[src/sv/sbeq_pkg.sv]
// Shared types, constants and Q15 helpers for the stereo biquad equalizer.
// No dependencies; imported by sbeq_mac and stereo_cascaded_biquad_eq.
`default_nettype none

package sbeq_pkg;

	localparam int SBEQ_NUM_BANDS = 12;

	localparam int COEF_W  = 16;
	localparam int DATA_W  = 32;
	localparam int PROD_W  = COEF_W + DATA_W;
	localparam int Q15_SHIFT = 15;

	localparam logic signed [DATA_W-1:0] Q15_MAX = 32'sd32767;
	localparam logic signed [DATA_W-1:0] Q15_MIN = -32'sd32768;

	localparam logic OP_FRAME = 1'b0;
	localparam logic OP_BAND  = 1'b1;

	typedef struct packed {
		logic               op;
		logic signed [15:0] left_in;
		logic signed [15:0] right_in;
		logic [3:0]         band;
		logic signed [31:0] coef_b0;
		logic signed [31:0] coef_b1;
		logic signed [31:0] coef_b2;
		logic signed [31:0] coef_a1;
		logic signed [31:0] coef_a2;
	} in_beat_t;

	typedef struct packed {
		logic signed [15:0] left_out;
		logic signed [15:0] right_out;
		logic [1:0]         clip_flags;
	} out_beat_t;

	// one coefficient row per band
	typedef struct packed {
		logic signed [COEF_W-1:0] a2;
		logic signed [COEF_W-1:0] a1;
		logic signed [COEF_W-1:0] b2;
		logic signed [COEF_W-1:0] b1;
		logic signed [COEF_W-1:0] b0;
	} coef_row_t;

	// one history row per band and channel
	typedef struct packed {
		logic signed [DATA_W-1:0] y2;
		logic signed [DATA_W-1:0] y1;
		logic signed [DATA_W-1:0] x2;
		logic signed [DATA_W-1:0] x1;
	} hist_row_t;

	typedef struct packed {
		logic mul_en;
		logic first;
		logic sub;
	} mac_ctl_t;

	function automatic logic clip_q15(input logic signed [DATA_W-1:0] v);
		return (v > Q15_MAX) || (v < Q15_MIN);
	endfunction

	function automatic logic signed [COEF_W-1:0] sat_q15(input logic signed [DATA_W-1:0] v);
		logic signed [COEF_W-1:0] r;
		if (v > Q15_MAX) begin
			r = Q15_MAX[COEF_W-1:0];
		end else if (v < Q15_MIN) begin
			r = Q15_MIN[COEF_W-1:0];
		end else begin
			r = v[COEF_W-1:0];
		end
		return r;
	endfunction

endpackage

`default_nettype wire

[src/sv/sbeq_mac.sv]
// Shared Q15 multiply-accumulate unit: registered 16x32 product, floor shift, wrapping sum.
// Depends on sbeq_pkg.
`default_nettype none

module sbeq_mac (
	input  wire                          clk,
	input  wire                          arst_n,
	input  wire sbeq_pkg::mac_ctl_t      ctl,
	input  wire signed [15:0]            coef,
	input  wire signed [31:0]            value,
	output logic signed [31:0]           acc_next
);
	import sbeq_pkg::*;

	logic signed [PROD_W-1:0] prod_s1;
	mac_ctl_t                 ctl_s1;
	logic signed [DATA_W-1:0] acc_q;
	logic signed [DATA_W-1:0] term;
	logic signed [DATA_W-1:0] base;

	always_ff @(posedge clk or negedge arst_n) begin
		if (!arst_n) begin
			ctl_s1 <= '0;
		end else begin
			ctl_s1 <= ctl;
		end
	end

	always_ff @(posedge clk) begin
		if (ctl.mul_en) begin
			prod_s1 <= PROD_W'(coef) * PROD_W'(value);
		end
	end

	// floor shift is a plain slice of the two's complement product
	assign term = prod_s1[Q15_SHIFT+DATA_W-1:Q15_SHIFT];
	assign base = ctl_s1.first ? '0 : acc_q;
	assign acc_next = ctl_s1.sub ? (base - term) : (base + term);

	always_ff @(posedge clk) begin
		if (ctl_s1.mul_en) begin
			acc_q <= acc_next;
		end
	end

endmodule

`default_nettype wire

[config.mk]
export PLATFORM = sky130hd
export DESIGN_NAME = sbeq_mac
export DESIGN_NICKNAME = d
export VERILOG_FILES = /design/src/sv/sbeq_pkg.sv /design/src/sv/sbeq_mac.sv
export SDC_FILE = /design/constraint.sdc
export NUM_CORES = 1
export LEC_CHECK = 0
export ABC_AREA = 1
export ABC_CLOCK_PERIOD_IN_PS = 4500
export BUFFER_PORTS_ARGS = -buffer_cell sky130_fd_sc_hd__buf_2
export CAP_MARGIN = 30
export CORE_UTILIZATION = 24
export DETAILED_ROUTE_END_ITERATION = 16
export MAX_ROUTING_LAYER = met4
export PLACE_DENSITY_LB_ADDON = 0.3
export SYNTH_ARGS = -nofsm -noshare
export SYNTH_HDL_FRONTEND = slang
export SYNTH_SLANG_ARGS = --single-unit
export TNS_END_PERCENT = 30
[constraint.sdc]
create_clock -name clk -period 4.5 [get_ports clk]
set_clock_uncertainty 0.2 [all_clocks]
set_input_delay 1.35 -clock clk [delete_from_list [all_inputs] [get_ports clk]]
set_output_delay 1.35 -clock clk [all_outputs]
set_load 0.03 [all_outputs]
==> results by group, run 1 <==
Clock network
  • Root buffer cell: clkbuf_16
  • Clock sink count: 67
  • Worst-Skew Late Latency: 0.34 ns
  • Clock transition at path regs: 0.06 ns
  • CTS tree: built
  • Num CTS Buffers: 9
  • H-tree lvl count: 3
  • Bufs on Longest Clock Path: 2

Critical path
  • CP max-delay cell: fa_2
  • Crit path buffers/inverters: 6
  • Critical Path Max Stage Delay: 0.57 ns
  • Worst Path Required: 4.39 ns
  • Crit path capture type: register
  • Crit Path Category: in2reg
  • Most frequent cell on the critical path: fa_1
  • Crit start category: input port
  • Crit-path max FO: 7
  • CP Cell Sequence: buf_8, clkinv_8, buf_12, nor2_4, fa_1, fa_1, fa_1, fa_1, fa_1, inv_2, fa_2, inv_2, ha_4, nand2_4, nor2_4, nand2_4, nor4_4, buf_4, nand3_2, nand4_1, nand2_1
  • Worst EP arrival: 6.36 ns
  • Critical path's top delay family: adder cells

Die
  • Die width: 318 microns
  • Core ar.: 98600 sq um
  • Die Height: 318 microns
  • Die area: 101000 sq um
  • Starting density of the core: 24.3%
  • IO Pins: 85
  • # rows: 115

Status
  • Failing checks: negative setup slack
  • Status: finished, violations left

Timing
  • Unrepaired setup endpoints after global routing: true
  • Final Slew Violations: 0
  • Setup slack after layout: -1.97 ns
  • Final setup vio count: 56
  • Final Hold Violating Endpoints: 0
  • Final setup TNS: -70.17 ns
  • Relative slew margins: 41.5%
  • Period utilisation layout: 144%
  • Max Fclk: 154 MHz
  • Fin crit period: 6.47 ns
  • Least-Margin Pin Slew: 0.877 ns
  • Fin Hold WS: 0.565 ns

Route
  • Iter 0 DRT Violations: 1319
  • Vias post-DR: 21.4k
  • DRC violations left: 0
  • Vias/cell: 4.27
  • Drt pass-1 iters: 5
  • WL per Instance: 16.2 microns
  • Post-route ant nets: 0
  • Routed WL: 81.1 mm

Placement
  • Post-DP HPWL: 61.6 mm
  • GP Congestion: 0.887
  • PortBufs: 84

Final layout
  • Layout cells sized above 1: 28.8%
  • Area Overhead vs Synth: 38.6%
  • Final net count: 4385
  • Commonest non-fill, non-tap cell in the layout: inv_1
  • Most frequent cells in the layout: inv_1, nand2_1, buf_4, fa_1, nor2_1

Logic synthesis
  • Post-synthesis sequential area ratio: 8.35%
  • Gate count after technology mapping: 3224
  • Synth Cell Area: 23900 sq um
  • Fraction of registers with async set/reset: 4.48%
  • Mapped Avg Cell Area: 7.42 sq um
  • YS warnings: 0
  • Net Count, Synth: 3898
  • Seq cells post-synth: 67
  • Post-synth EDFFs: 64
  • Ys flop type: edfxtp_1
  • Count of cell types in the netlist: 43

Worst hold path
  • Hold Path Class: reg2reg

GRT
  • Largest net degree at the start of global routing: 34
  • Overflow after GRT: 0
  • Tot GR Track Use: 15.7%
  • Global-route wire length before repair: 122 mm
  • Vias in the first global route: 22.0k
  • Initial antenna violation count: 3

Run
  • Max-cap violations: 0
## final cells by class
type / instances / area [sq um]
fillers: 10300 / 65400
multi-input cells: 2113 / 20100
repair buffers: 589 / 5640
inverters: 931 / 3510
flip-flops and latches: 67 / 2000
well taps: 1287 / 1610
clock buffers: 10 / 239
clock inverters: 6 / 65.1
diodes: 1 / 2.50
## synthesized netlist by cell type, types with 7 or more instances
cell        n  area [sq um]
nand2_1   854          3210
o21ai_0    52           260
xnor2_1    19           166
edfxtp_1   64          1920
ha_1      141          1760
inv_1     929          3490
xor2_1     53           464
fa_1      480          9610
a21oi_1    98           490
nand3_1    80           400
nor3_1     19          95.1
clkbuf_1  110           413
nor2_1    216           811
or2_2       7          43.8
nand4_1    23           144
o21a_1      7          52.6
nand3b_1    8          60.1
o21bai_1    8          60.1
## registers in the layout, indices dropped and copies added (netlist names)
name / flops
prod_s1: 32
ctl_s1: 3
acc_q: 32
## metal layers
| metal | global-route usage (%) | vias up | wire length (microns) |
|---|---|---|---|
| met2 | 26.8 | 495 | 39000 |
| met5 | - | - | 0 |
| met3 | 1.55 | 57 | 4570 |
| li1 | - | 10200 | - |
| met4 | 2.31 | 0 | 1020 |
| met1 | 20.5 | 10600 | 36500 |
## worst min-delay path, cell delays in order, from the launching register on
cell and delay [ns]:
edfxtp_1 0.36, nand2_1 0.08, ha_1 0.12, inv_1 0.04
## logic make-up after synthesis
| family | synth area share (%) |
|---|---|
| XOR/XNOR | 2.64 |
| buffers and inverters | 16.4 |
| flip-flops | 8.35 |
| AND/OR/NAND/NOR | 20.7 |
| AO/OA/AOI/OAI | 4.33 |
| adder cells (fa/ha/maj) | 47.6 |
## stage by stage
step	worst slack, ns	util [%]	area (sq um)	std cells
final	-1.97	33.6	33100	5004
after global routing	-2.17	33.6	33100	5004
after CTS	-1.97	31.9	31400	4947
after detailed placement	-2.67	30.0	29600	4902
after global placement	-2.62	30.0	29600	4902
after floorplan	-1.80	-	25000	3224
## path summary, 6_finish.rpt
check	start	endpoint	slack (ns)	depth (start not counted)
max in group asynchronous	arst_n	ctl_s1[2]	3.41	1
min in group asynchronous	arst_n	ctl_s1[0]	0.59	1
hold / removal	acc_q[0]	acc_q[0]	0.56	3
setup reg to reg	prod_s1[21]	acc_q[29]	0.94	18
hold reg to reg	acc_q[0]	acc_q[0]	0.56	3
setup / recovery	coef[15]	prod_s1[37]	-1.97	21
## repair_timing
item | 4_1_cts | 5_1_grt
buffers inserted | 19 | 45
gates cloned | 12 | 13
hold buffers | 0 | 0
gates resized for setup | 298 | 321
pin swaps | 83 | 167
endpoints found under the setup margin | 59 | 59
Power of run 1 is not shown: default switching activity piles up to over one toggle a cycle in this logic, so the estimate is an artifact.
==> inputs of run 2 (changes only) <==
==> constraint.sdc (replaced) <==
create_clock -name clk -period 4.5 [get_ports clk]
set_clock_uncertainty 0.2 [all_clocks]
set_input_delay 0.675 -clock clk [delete_from_list [all_inputs] [get_ports clk]]
set_output_delay 0.675 -clock clk [all_outputs]
set_load 0.03 [all_outputs]
==> run 2 against run 1 <==
Effect of this change: the flow still finishes with violations (negative setup slack); first-iteration DRC count up 1.3%; non-clock buffer count down 147; die area unchanged; critical path depth up 3; via count down 3.5%; worst setup slack better by 0.68 ns; core utilization down 2.1 points; cell area down 6.3%; register-to-register slack worse by 0.10 ns; clock-buffer cell count unchanged; routed wire length down 4.6%; sequential share of layout area up 0.41 points; largest cell class unchanged; highest routed layer unchanged.
==> results by group, run 2 (synthesized netlist as in run 1, its figures left out) <==
Status
  • Status: finished, violations left
  • Failing checks: negative setup slack

Final layout
  • Design Area, Final: 31000 sq um
  • Layout cells sized above 1: 22.3%
  • Most frequent cells in the layout: inv_1, nand2_1, fa_1, buf_4, nor2_1
  • Area Overhead vs Synth: 29.8%
  • Commonest non-fill, non-tap cell in the layout: inv_1
  • Final net count: 4238
  • Biggest regs: acc_q x32, prod_s1 x32, ctl_s1 x3
  • Utilization after layout: 31.5%

Placement
  • DP Area: 28600 sq um
  • PortBufs: 84
  • Post-DP HPWL: 60.8 mm
  • GP Congestion: 0.883

Clock network
  • H-tree lvl count: 3
  • Clock transition at path regs: 0.06 ns
  • CTS tree: built
  • Bufs on Longest Clock Path: 2
  • Worst-Skew Late Latency: 0.35 ns
  • Num CTS Buffers: 9
  • Root buffer cell: clkbuf_16
  • Clock sink count: 67

Die
  • # rows: 115
  • Die area: 101000 sq um
  • Starting density of the core: 24.3%
  • Core ar.: 98600 sq um
  • Die Height: 318 microns
  • Die width: 318 microns
  • IO Pins: 85

Critical path
  • Worst setup path start: coef[12]
  • Crit Path Category: in2reg
  • Reg2reg start: prod_s1[20]
  • Crit-path max FO: 6
  • CP Cell Sequence: buf_12, buf_12, buf_4, nand2_1, fa_1, inv_2, fa_1, fa_2, fa_1, fa_1, inv_2, fa_1, inv_2, ha_4, buf_6, a21oi_4, o21a_1, nor2_1, nor2_1, nor2_1, nor2_1, nand2_1, nand2_1, nand2_2
  • Worst EP arrival: 5.69 ns
  • Crit path depth: 24
  • Crit path to: prod_s1[43]
  • Worst Path Required: 4.40 ns
  • RR Endpoint: acc_q[29]
  • Crit start category: input port
  • Crit path buffers/inverters: 7
  • Most frequent cell on the critical path: fa_1
  • Setup slack, reg-to-reg: 0.84 ns
  • FF-to-FF path depth: 21
  • Critical path's top delay family: adder cells
  • CP max-delay cell: fa_2
  • Critical Path Max Stage Delay: 0.63 ns
  • Crit path capture type: register

Route
  • Vias post-DR: 20.6k
  • WL per Instance: 15.9 microns
  • Drt pass-1 iters: 6
  • Vias/cell: 4.25
  • Post-route ant nets: 0
  • Iter 0 DRT Violations: 1336
  • Routed WL: 77.3 mm
  • DRC violations left: 0

Worst hold path
  • Hold Path Origin: ctl[1]
  • Hold Path Class: in2reg

Timing
  • Fin Hold WS: 0.233 ns
  • Final Slew Violations: 0
  • Final setup TNS: -38.97 ns
  • Max Fclk: 173 MHz
  • Final setup vio count: 40
  • Final Hold Violating Endpoints: 0
  • Fin crit period: 5.79 ns
  • Unrepaired setup endpoints after global routing: true
  • Least-Margin Pin Slew: 0.814 ns
  • Relative slew margins: 45.7%
  • Setup slack after layout: -1.29 ns
  • Period utilisation layout: 129%

GRT
  • Largest net degree at the start of global routing: 34
  • Global-route wire length before repair: 120 mm
  • Tot GR Track Use: 15.4%
  • Vias in the first global route: 21.8k
  • Initial antenna violation count: 2
  • Overflow after GRT: 0

Run
  • Max-cap violations: 0
-- run 2: metrics by stage --
| step | cells | worst slack, ns |
|---|---|---|
| global route | 4858 | -1.46 |
| detailed placement | 4776 | -2.05 |
| finish | 4858 | -1.29 |
| floorplan | 3224 | -1.12 |
| global placement | 4776 | -2.05 |
| CTS | 4826 | -1.36 |
-- run 2: worst min-delay path by stage --
| stage | endpoint | cells after the start |
|---|---|---|
| after floorplan | ctl_s1[0] | 0 |
| after detailed placement | ctl_s1[1] | 1 |
| after global routing | ctl_s1[1] | 1 |
| after global placement | ctl_s1[1] | 1 |
| after CTS | ctl_s1[1] | 1 |
| final | ctl_s1[1] | 1 |
-- run 2: final cells by class --
| cell class | count | area, sq um |
|---|---|---|
| sequential | 67 | 2000 |
| tap | 1287 | 1610 |
| clock buffer | 10 | 239 |
| clock inverter | 6 | 65.1 |
| multi-input combinational | 2113 | 19400 |
| inverter | 931 | 3500 |
| fill | 10600 | 67500 |
| timing repair buffer | 442 | 4200 |
| antenna | 2 | 5.00 |
-- run 2: timing repair --
action / CTS / global route
gates resized for setup: 183 / 208
buffers inserted: 22 / 18
hold endpoints to repair: 3 / 0
pin swaps: 69 / 121
gates cloned: 11 / 13
setup endpoints to repair: 42 / 54
hold buffers: 1 / 0
-- run 2: layer usage --
layer | up-vias | wire length, microns | global-route usage, %
li1 | 9957 | - | -
met1 | 10200 | 36200 | 20.3
met5 | - | 0 | -
met4 | 0 | 1200 | 2.54
met3 | 67 | 3760 | 1.31
met2 | 440 | 36200 | 26.1
Power of run 2 is left out for the same reason.
